`src/rtl/lzc_pkg.sv`:
```
package lzc_pkg;

  localparam int MAX_LEN     = 1024;
  localparam int SYMBOL_BITS = 16;

  // field widths of the item ports
  localparam int SYM_W   = 16;
  localparam int CC_W    = 11;
  localparam int RATIO_W = 17;
  localparam int LEN_W   = 11;

  localparam int FRAC_BITS = 16;
  localparam int ADDR_W    = $clog2(MAX_LEN);
  localparam int CNT_W     = $clog2(MAX_LEN + 1);
  // pointers and skip targets may run past n, up to about 2n
  localparam int PTR_W     = CNT_W + 1;
  localparam int DIV_W     = CNT_W + FRAC_BITS;
  localparam int STEP_W    = $clog2(DIV_W + 1);

  typedef struct packed {
    logic             start;
    logic [DIV_W-1:0] dividend;
    logic [CNT_W-1:0] divisor;
  } lzc_div_req_t;

endpackage

```
`src/rtl/lzc_div.sv`:
```
module lzc_div import lzc_pkg::*; (
  input  logic             clk_i,
  input  logic             rst_ni,
  input  lzc_div_req_t     req_i,
  output logic             busy_o,
  output logic [DIV_W-1:0] quot_o
);

  logic [STEP_W-1:0] step_q, step_d;
  logic [DIV_W-1:0]  dvd_q, dvd_d;
  logic [CNT_W-1:0]  rem_q, rem_d;
  logic [CNT_W-1:0]  dvs_q, dvs_d;
  logic              busy_q, busy_d;
  logic [CNT_W:0]    rem_sh;
  logic              ge;

  // restoring division, one quotient bit a cycle shifted into the dividend
  assign rem_sh = {rem_q, dvd_q[DIV_W-1]};
  assign ge     = rem_sh >= {1'b0, dvs_q};

  always_comb begin
    step_d = step_q;
    dvd_d  = dvd_q;
    rem_d  = rem_q;
    dvs_d  = dvs_q;
    busy_d = busy_q;
    if (req_i.start) begin
      step_d = '0;
      dvd_d  = req_i.dividend;
      rem_d  = '0;
      dvs_d  = req_i.divisor;
      busy_d = 1'b1;
    end else if (busy_q) begin
      dvd_d  = {dvd_q[DIV_W-2:0], ge};
      rem_d  = ge ? CNT_W'(rem_sh - {1'b0, dvs_q}) : CNT_W'(rem_sh);
      step_d = step_q + STEP_W'(1);
      if (step_q == STEP_W'(DIV_W - 1)) begin
        busy_d = 1'b0;
      end
    end
  end

  always_ff @(posedge clk_i or negedge rst_ni) begin
    if (!rst_ni) begin
      busy_q <= 1'b0;
      step_q <= '0;
    end else begin
      busy_q <= busy_d;
      step_q <= step_d;
    end
  end

  always_ff @(posedge clk_i) begin
    dvd_q <= dvd_d;
    rem_q <= rem_d;
    dvs_q <= dvs_d;
  end

  assign busy_o = busy_q;
  assign quot_o = dvd_q;

endmodule

```
`config.mk`:
```
export PLATFORM = sky130hd
export DESIGN_NAME = lzc_div
export DESIGN_NICKNAME = d
export VERILOG_FILES = /design/src/rtl/lzc_pkg.sv /design/src/rtl/lzc_div.sv
export SDC_FILE = /design/constraint.sdc
export NUM_CORES = 1
export LEC_CHECK = 0
export ABC_AREA = 1
export BUFFER_PORTS_ARGS = -buffer_cell sky130_fd_sc_hd__buf_2
export CAP_MARGIN = 10
export CORE_MARGIN = 1
export CORE_UTILIZATION = 49
export CTS_CLUSTER_SIZE = 16
export DETAILED_ROUTE_END_ITERATION = 16
export PLACE_DENSITY = 0.76
export SKIP_CTS_REPAIR_TIMING = 1
export SLEW_MARGIN = 10
export SYNTH_ARGS = -nofsm -noshare
export SYNTH_HDL_FRONTEND = slang
export SYNTH_SLANG_ARGS = --single-unit
export TNS_END_PERCENT = 50
```
`constraint.sdc`:
```
create_clock -name clk_i -period 1.8 [get_ports clk_i]
set_clock_uncertainty 0.05 [all_clocks]
set_input_delay 0.09 -clock clk_i [delete_from_list [all_inputs] [get_ports clk_i]]
set_output_delay 0.09 -clock clk_i [all_outputs]
set_load 0.01 [all_outputs]
```
==> flow_metrics.tcl, run 1 <==
set metrics [dict create \
    place_hpwl_mm 4.95 \
    yosysWarnings 0 \
    r2r_end "rem_q[5]" \
    final_common_cell "nand2_1" \
    finalSetupTns_ns -0.163 \
    worstSetupPathType "flop to flop" \
    status "finished with violations" \
    final_cell_mix "145 x nand2_1, 68 x buf_2, 45 x inv_1" \
    worstSetupPathDepth 11 \
    post-route-util_pct 68.7 \
    grt_pass1_vias 2538 \
    fin_cells 551 \
    arrival_ns 2.03 \
    yosys-top-cells-area "edfxtp_1 37%, nand2_1 18%, dfxtp_1 7.2%, inv_1 5.9%, ha_1 5.3%" \
    crit_path_start "quot_o[26]" \
    drtAntennaViolNets 0 \
    grt_pass1_wl_mm 11.2 \
    violations "negative hold slack, negative setup slack" \
    clock_path_buffers 2 \
    min_period_ns 1.87 \
    clk_pin_slew_worst_paths_ns 0.11 \
    drt_iter0_markers 223 \
    worstSkewPairLatency_ns 0.32 \
    root_buffer "clkbuf_8" \
    core-area_mm2 0.00599 \
    synth_async_sr_flop_share_pct 10.9 \
    start_util_pct 51.4 \
    ir_drop_uv 530 \
    synthCells 371 \
    wl_per_cell_um 14.3 \
    start_kind "flop" \
    ios 69 \
    worstPathMaxFanout 6 \
    tightest_slew_ns 0.500 \
    finalCritPeriodShare_pct 104 \
    maxCapViolCount 0 \
    cts_sinks 55 \
    die-area_mm2 0.00660 \
    numCtsBuffers 5 \
    io_buffers 68 \
    vias 2830 \
    place_inst 518 \
    layout_setup_ws_ns -0.0702 \
    crit_path_end_kind "flop" \
    max_freq_ghz 0.535 \
    die-width_um 81.3 \
    ys_types 31 \
    r2r_setup_slack_ns -0.07 \
    fillCellCount 469 \
    rsz0062_at_grt "true" \
    setup_viol 5 \
    overflow 0 \
    avgSynthCellArea_um2 8.30 \
    slowest_stage "edfxtp_1" \
    synth_enable_flop_cells 38 \
    die_height_um 81.3 \
    reg2reg_depth 11 \
    cts_tree "yes" \
    postSynth.topFlopCell "edfxtp_1" \
    grt_max_degree 32 \
    htree_levels 2 \
    yosysTopAreaCellShare_pct 37.1 \
    power_density_mw_per_mm2 1120 \
    drive_gt1_share_pct 31.7 \
    hold_viol_final 8 \
    drv_slew 0 \
    ys_seq_area_share_pct 49.1 \
    worst_hold_path_type "primary input to flop" \
    critPathTopFamily "simple AND/OR/NAND/NOR gates" \
    worstReg2RegStart "quot_o[26]" \
    relSlewSlack_pct 66.7 \
    syn_nets 426 \
    firstDrtPassIters 4 \
    grt_use_total_pct 22.6 \
    crit_end "rem_q[5]" \
    gp_congestion 0.894 \
    yosys.area.top_type "edfxtp_1" \
    antenna_found_initial 0 \
    crit_buf_inv 2 \
    detail_route.vias_per_cell 5.14 \
    p_leak_nw 2.09 \
    holdWs_ns -0.0130 \
    nNetsFinal 530 \
    totalWireLength_mm 7.87 \
    cpPeakStageDelay_ns 0.38 \
    syn_area_mm2 0.00308 \
    synth_seq_cells 55 \
    antenna_cells 0 \
    post-place-ws_ns -0.0790 \
    num_rows 28 \
    drc_errors 0 \
    required_ns 1.96 \
    path_cells "inv_2, ha_2, fa_2, inv_2, nand3_2, nand3_4, nand2_4, nand4_4, nand3_1, nand3_1, nand2_1" \
    syn2layout_area_growth_pct 33.6 \
]
==> state kept, by name (all words and copies together) (netlist names) <==
| register | flops |
|---|---|
| busy_o | 1 |
| dvs_q | 11 |
| quot_o | 27 |
| rem_q | 11 |
| step_q | 5 |
==> worst register-to-register path: cells and delay by family, from the launching register on <==
family                   cells  cell delay (ns)
AND/OR/NAND/NOR              7             0.69
adder cells (fa/ha/maj)      2             0.53
buffers and inverters        2             0.12
flip-flops                   1             0.38
==> metrics by stage <==
| stage | instance area (µm²) | hold WS [ns] | total power (W) |
|---|---|---|---|
| detailed placement | 3590 | -0.130 | 0.00338 |
| CTS | 3700 | -0.480 | 0.00423 |
| global placement | 3590 | -0.132 | 0.00334 |
| floorplan | 3120 | -0.256 | 0.00299 |
| global route | 4110 | 0.00173 | 0.00486 |
| finish | 4110 | -0.0130 | 0.00459 |
==> cell families (layout without fill, tap and decap cells) <==
| family | Yosys count | count (layout) | synth area share (%) |
|---|---|---|---|
| xor+xnor | 3 | 3 | 0.853 |
| simple gates | 225 | 227 | 33.3 |
| buf+inv | 62 | 165 | 8.65 |
| compound gates | 12 | 12 | 2.19 |
| flops | 55 | 55 | 49.1 |
| fa+ha+maj | 14 | 14 | 5.93 |
==> per-layer routing <==
metal  track usage (%)  up-vias  wire, µm
met5                 0        -         0
met4              9.11        0       128
met3              5.51       14       427
met2              38.1       95      4020
met1              27.4     1322      3290
li1                  -     1399         -
==> report_power, final <==
part,total (W),internal [W],switching (W),leakage [nW]
registers,0.00168,0.00155,0.000139,0.572
logic,0.00205,0.000867,0.00118,1.47
clock network,0.000860,0.000422,0.000438,0.0558
total,0.00459,0.00283,0.00176,2.09
==> how the worst min path moves through the flow <==
stage               slack, ns  cells past startpoint      start         end
floorplan               -0.26                      0     rst_ni      busy_o
global placement        -0.13                      1     rst_ni   step_q[2]
detailed placement      -0.13                      1     rst_ni   step_q[2]
CTS                     -0.48                      1     rst_ni      busy_o
global route            0.002                      3  req_i[24]  quot_o[13]
finish                  -0.01                      3  req_i[14]   quot_o[3]
==> layout make-up <==
cell class	count	area, µm²	area share [%]
Tap cell	75	93.8	2.28
Sequential cell	55	1510	36.7
Multi-Input combinational cell	256	1490	36.3
Clock buffer	6	72.6	1.76
Inverter	50	191	4.65
Clock inverter	2	38.8	0.943
Timing Repair Buffer	107	713	17.3
==> synth_stat cells (2+ instances only) <==
master    instances
buf_4             2
inv_2             2
a21oi_1           6
buf_1             2
clkbuf_1          4
dfxtp_1          11
ha_1             13
nand4_1          14
o21ai_0           4
xnor2_1           2
buf_2             2
nand3_2           7
nand2_2          11
edfxtp_1         38
inv_1            48
nor2_1           13
dfrtp_1           6
nand2_1         150
nand3_1          24
No activity file was read; power rests on OpenSTA's default activity.
==> inputs of run 2 (changes only) <==
--- a/config.mk
+++ b/config.mk
@@ -9,13 +9,13 @@
 export BUFFER_PORTS_ARGS = -buffer_cell sky130_fd_sc_hd__buf_2
 export CAP_MARGIN = 10
 export CORE_MARGIN = 1
-export CORE_UTILIZATION = 49
+export CORE_UTILIZATION = 50
 export CTS_CLUSTER_SIZE = 16
 export DETAILED_ROUTE_END_ITERATION = 16
-export PLACE_DENSITY = 0.76
+export PLACE_DENSITY = 0.78
 export SKIP_CTS_REPAIR_TIMING = 1
 export SLEW_MARGIN = 10
 export SYNTH_ARGS = -nofsm -noshare
 export SYNTH_HDL_FRONTEND = slang
 export SYNTH_SLANG_ARGS = --single-unit
-export TNS_END_PERCENT = 50
+export TNS_END_PERCENT = 20
==> constraint.sdc (replaced) <==
create_clock -name clk_i -period 2.1 [get_ports clk_i]
set_clock_uncertainty 0.05 [all_clocks]
set_input_delay 0.105 -clock clk_i [delete_from_list [all_inputs] [get_ports clk_i]]
set_output_delay 0.105 -clock clk_i [all_outputs]
set_load 0.01 [all_outputs]
==> run 2 against run 1 <==
The flow finishes with violations (negative hold slack). Flip-flop and latch count stayed put. Register-to-register slack better by 0.19 ns. Final cell count is 2.7% lower. Total power is 21% lower. Sequential share of layout area is 2.8 points higher. First-iteration DRC count is 16% lower. Combinational power is 30% lower. Critical path type unchanged. Highest routed layer unchanged.
==> flow_metrics.tcl, run 2 (synthesis gave the netlist of run 1 again) <==
set metrics [dict create \
    holdWs_ns -0.00276 \
    start_kind "flop" \
    grt_pass1_wl_mm 11.1 \
    numCtsBuffers 5 \
    ir_drop_uv 425 \
    overflow 0 \
    fillCellCount 517 \
    vias 2781 \
    io_buffers 68 \
    crit_path_end_kind "flop" \
    die-area_mm2 0.00648 \
    drv_slew 0 \
    status "finished with violations" \
    worstSkewPairLatency_ns 0.32 \
    grt_max_degree 34 \
    cts_tree "yes" \
    grt_pass1_vias 2462 \
    firstDrtPassIters 5 \
    final_common_cell "nand2_1" \
    r2r_end "quot_o[0]" \
    multiInputGateArea_mm2 0.00133 \
    grt_use_total_pct 22.6 \
    hold_viol_final 3 \
    drt_iter0_markers 187 \
    detail_route.vias_per_cell 5.19 \
    hold_depth 3 \
    p_leak_nw 1.97 \
    holdPathEnd "quot_o[16]" \
    clock_path_buffers 2 \
    wl_per_cell_um 13.5 \
    violations "negative hold slack" \
    total_power_w 0.00361 \
    max_freq_ghz 0.504 \
    worstPathMaxFanout 6 \
    r2r_setup_slack_ns 0.12 \
    required_ns 2.14 \
    gp_congestion 0.906 \
    final_cell_mix "150 x nand2_1, 68 x buf_2, 48 x inv_1" \
    largest_reg_flops 27 \
    syn2layout_area_growth_pct 24.0 \
    ios 69 \
    post-place-ws_ns 0.0551 \
    worstReg2RegStart "quot_o[26]" \
    cpPeakStageDelay_ns 0.41 \
    relSlewSlack_pct 73.0 \
    clk_pin_slew_worst_paths_ns 0.11 \
    drive_gt1_share_pct 24.1 \
    root_buffer "clkbuf_8" \
    antenna_found_initial 0 \
    rsz0062_at_grt "false" \
    seq_area_mm2 0.00151 \
    drc_errors 0 \
    die-width_um 80.5 \
    path_cells "inv_1, ha_1, fa_2, inv_1, nand3_1, nand3_2, nand2_2, nand4_4, nand2_1, nand2_1" \
    nNetsFinal 515 \
    layout_setup_ws_ns 0.115 \
    die_height_um 80.5 \
    tightest_slew_ns 0.404 \
    worst_hold_path_type "primary input to flop" \
    drtAntennaViolNets 0 \
    totalWireLength_mm 7.22 \
    reg2reg_depth 10 \
    num_rows 28 \
    hold_path_startpoint "req_i[27]" \
    core-area_mm2 0.00592 \
    maxCapViolCount 0 \
    power_density_mw_per_mm2 945 \
    htree_levels 2 \
    min_period_ns 1.98 \
    start_util_pct 52.0 \
    crit_buf_inv 2 \
    worstSetupPathType "flop to flop" \
    place_hpwl_mm 4.99 \
    cts_sinks 55 \
    antenna_cells 0 \
    finalCritPeriodShare_pct 94.5 \
    setup_viol 0 \
    critPathTopFamily "simple AND/OR/NAND/NOR gates" \
    finalSetupTns_ns 0 \
    slowest_stage "edfxtp_1" \
    arrival_ns 2.03 \
]
[run 2: worst max path at each step]
stage                     startpoint         to  depth (start not counted)
after floorplan           quot_o[26]   rem_q[6]                         12
after global placement    quot_o[26]  rem_q[10]                         11
after detailed placement  quot_o[26]  rem_q[10]                         11
after CTS                 quot_o[26]   rem_q[5]                         11
after global routing      quot_o[26]  quot_o[0]                         10
final                     quot_o[26]  quot_o[0]                         10
[run 2: stage by stage]
stage / instances / util, % / instance area [µm²] / hold WS (ns)
floorplan: 371 / - / 3080 / -0.241
global placement: 508 / 58.8 / 3480 / -0.117
detailed placement: 508 / 58.8 / 3480 / -0.113
CTS: 516 / 60.9 / 3600 / -0.472
global route: 536 / 64.5 / 3820 / 0.000550
finish: 536 / 64.5 / 3820 / -0.00276
[run 2: metal layers]
layer  up-vias  routed length [µm]  track usage [%]
met5         -                   0                0
met4         0                 223             10.5
met3        20                 453             4.77
met2       108                3590             37.6
met1      1282                2950             27.8
li1       1371                   -                -
[run 2: tightest hold or removal path, stage by stage]
cell and delay, ns:
buf_2 0.07, nand2_1 0.04, nand2_1 0.05
[run 2: power breakdown]
group	internal (W)	total, W	switching, W
logic	0.000552	0.00143	0.000873
registers	0.00132	0.00143	0.000100
clock network	0.000368	0.000757	0.000389
[run 2: area by class of cell]
type	count	share of cell area, %
Clock buffer	5	1.80
Clock inverter	3	1.44
Inverter	50	4.91
Multi-Input combinational cell	255	34.7
Sequential cell	55	39.6
Tap cell	75	2.46
Timing Repair Buffer	93	15.1
==> inputs of run 3 (changes only) <==
--- a/config.mk
+++ b/config.mk
@@ -5,7 +5,7 @@
 export SDC_FILE = /design/constraint.sdc
 export NUM_CORES = 1
 export LEC_CHECK = 0
-export ABC_AREA = 1
+export ABC_AREA = 0
 export BUFFER_PORTS_ARGS = -buffer_cell sky130_fd_sc_hd__buf_2
 export CAP_MARGIN = 10
 export CORE_MARGIN = 1
==> run 3 against run 2 <==
The flow finishes with violations (negative setup slack). Core utilization grew 4.0 points. Worst setup slack lost 0.31 ns. Critical endpoint is now rem_q[4]. Total power grew 2.6%. Clock-buffer cell count grew 1.
==> flow_metrics.tcl, run 3 <==
set metrics [dict create \
    tightest_slew_ns 0.632 \
    start_kind "flop" \
    cts_sinks 55 \
    grt_use_total_pct 20.2 \
    worstSkewPairLatency_ns 0.31 \
    synth_seq_cells 55 \
    met2_usage_pct 35.8 \
    hold_viol_final 0 \
    ios 69 \
    die_height_um 77.8 \
    path_cells "ha_4, fa_2, nor2b_2, o31a_1, o21ai_4, o21ai_4, buf_4, mux2i_1, a211oi_1" \
    syn_nets 286 \
    ir_drop_uv 609 \
    finalCritPeriodShare_pct 109 \
    p_leak_nw 1.66 \
    ys_seq_area_share_pct 52.6 \
    final_common_cell "buf_2" \
    io_buffers 68 \
    drc_errors 0 \
    worst_hold_path_type "primary input to flop" \
    synth_common_cells "38 x edfxtp_1, 27 x mux2_2, 21 x nor2_1" \
    grt_pass1_wl_mm 9.47 \
    core-area_mm2 0.00554 \
    cts_tree "yes" \
    min_period_ns 2.30 \
    syn_area_mm2 0.00288 \
    yosysTopAreaCellShare_pct 39.7 \
    drt_iter0_markers 147 \
    layout_setup_ws_ns -0.198 \
    worstSetupPathType "flop to flop" \
    met3_usage_pct 4.00 \
    gp_congestion 0.818 \
    numCtsBuffers 5 \
    firstDrtPassIters 4 \
    largest_reg_flops 27 \
    start_util_pct 51.9 \
    final_cell_mix "68 x buf_2, 38 x edfxtp_1, 27 x mux2_2, 27 x buf_4, 21 x nor2_1" \
    slowest_stage "edfxtp_1" \
    root_buffer "clkbuf_8" \
    drtAntennaViolNets 0 \
    gr-max-usage-layer "met2" \
    htree_levels 2 \
    synth.most_common_cell "edfxtp_1" \
    yosys-top-cells-area "edfxtp_1 40%, mux2_2 11%, dfxtp_1 7.7%, ha_1 5.7%, dfrtp_1 5.2%" \
    drive_gt1_share_pct 45.0 \
    ys_types 48 \
    use_met1_pct 24.1 \
    avgSynthCellArea_um2 12.4 \
    syn2layout_area_growth_pct 32.0 \
    relSlewSlack_pct 57.9 \
    max_freq_ghz 0.435 \
    required_ns 2.24 \
    power_density_mw_per_mm2 976 \
    maxCapViolCount 0 \
    rsz0062_at_grt "true" \
    overflow 0 \
    clk_pin_slew_worst_paths_ns 0.11 \
    yosys.area.top_type "edfxtp_1" \
    grt_max_degree 33 \
    arrival_ns 2.43 \
    fillCellCount 417 \
    die-width_um 77.8 \
    violations "negative setup slack" \
    post-place-ws_ns -0.309 \
    clock_path_buffers 2 \
    vias 2167 \
    crit_path_frequent_cell "o21ai_4" \
    crit_path_end_kind "flop" \
    cpPeakStageDelay_ns 0.44 \
    total_power_w 0.00370 \
    wl_per_cell_um 15.1 \
    yosysWarnings 0 \
    drv_slew 0 \
    worstPathMaxFanout 7 \
    postSynth.topFlopCell "edfxtp_1" \
    place_hpwl_mm 4.32 \
    antenna_cells 0 \
    nNetsFinal 392 \
    die-area_mm2 0.00606 \
    detail_route.vias_per_cell 5.29 \
    antenna_found_initial 0 \
    num_rows 27 \
    totalWireLength_mm 6.21 \
    grt_pass1_vias 2048 \
    synthCells 231 \
    synth_enable_flop_cells 38 \
    status "finished with violations" \
    synth_async_sr_flop_share_pct 10.9 \
    setup_viol 12 \
]
==> run 3: worst max-delay path: cells and delay by family, from the launching register on <==
family,cells,cell delay (ns)
compound gates,4,0.63
fa+ha+maj,2,0.54
flops,1,0.44
buf+inv,1,0.19
mux,1,0.19
simple gates,1,0.13
==> run 3: routing by layer <==
layer	share of wire (%)	wire [µm]
met1	43	2670
met3	2.8	171
met5	0	0
met2	53	3280
met4	1.5	92
==> run 3: cell type report <==
class                           instances  area (µm²)  area share [%]
Inverter                               14        52.6            1.38
Clock inverter                          2        16.3           0.429
Clock buffer                            6        72.6            1.91
Tap cell                               72        90.1            2.37
Multi-Input combinational cell        152        1370            36.0
Timing Repair Buffer                  109         686            18.1
Sequential cell                        55        1510            39.8
==> run 3: kinds of logic (layout without fill, tap and decap cells) <==
family,Yosys count,after routing,share of synthesized area [%]
muxes,34,34,13.2
AOI/OAI and AO/OA,40,40,10.7
adders and majority gates,14,14,6.35
xor gates and xnor gates,9,9,2.74
and+or+nand+nor,55,55,10.7
buffers and inverters,24,131,3.79
DFF,55,55,52.6
==> run 3: worst paths after layout <==
| path | slack (ns) | cells after the start | endpoint | start |
|---|---|---|---|---|
| min in group asynchronous | 0.09 | 2 | busy_o | rst_ni |
| min reg2reg | 0.49 | 2 | rem_q[10] | rem_q[10] |
| max reg2reg | -0.20 | 9 | rem_q[4] | dvs_q[0] |
| min | 0.04 | 2 | quot_o[18] | req_i[29] |
| max in group asynchronous | 1.76 | 2 | step_q[0] | rst_ni |
| max | -0.20 | 9 | rem_q[4] | dvs_q[0] |
==> run 3: metrics by stage <==
stage	hold WS, ns	TNS, ns	area (µm²)	utilization (%)	cells
after floorplan	-0.241	-1.49	2890	-	231
after global placement	-0.119	-2.04	3470	62.7	389
after detailed placement	-0.113	-2.42	3470	62.7	389
after CTS	-0.452	-2.78	3560	64.3	397
after global routing	0.0311	-3.05	3790	68.5	410
final	0.0390	-1.95	3790	68.5	410
==> run 3: power breakdown <==
part	leakage [nW]	total (W)	internal, W	switching, W
Sequential	0.561	0.00145	0.00134	0.000111
Clock	0.0418	0.000598	0.000241	0.000357
Combinational	1.05	0.00166	0.000873	0.000782
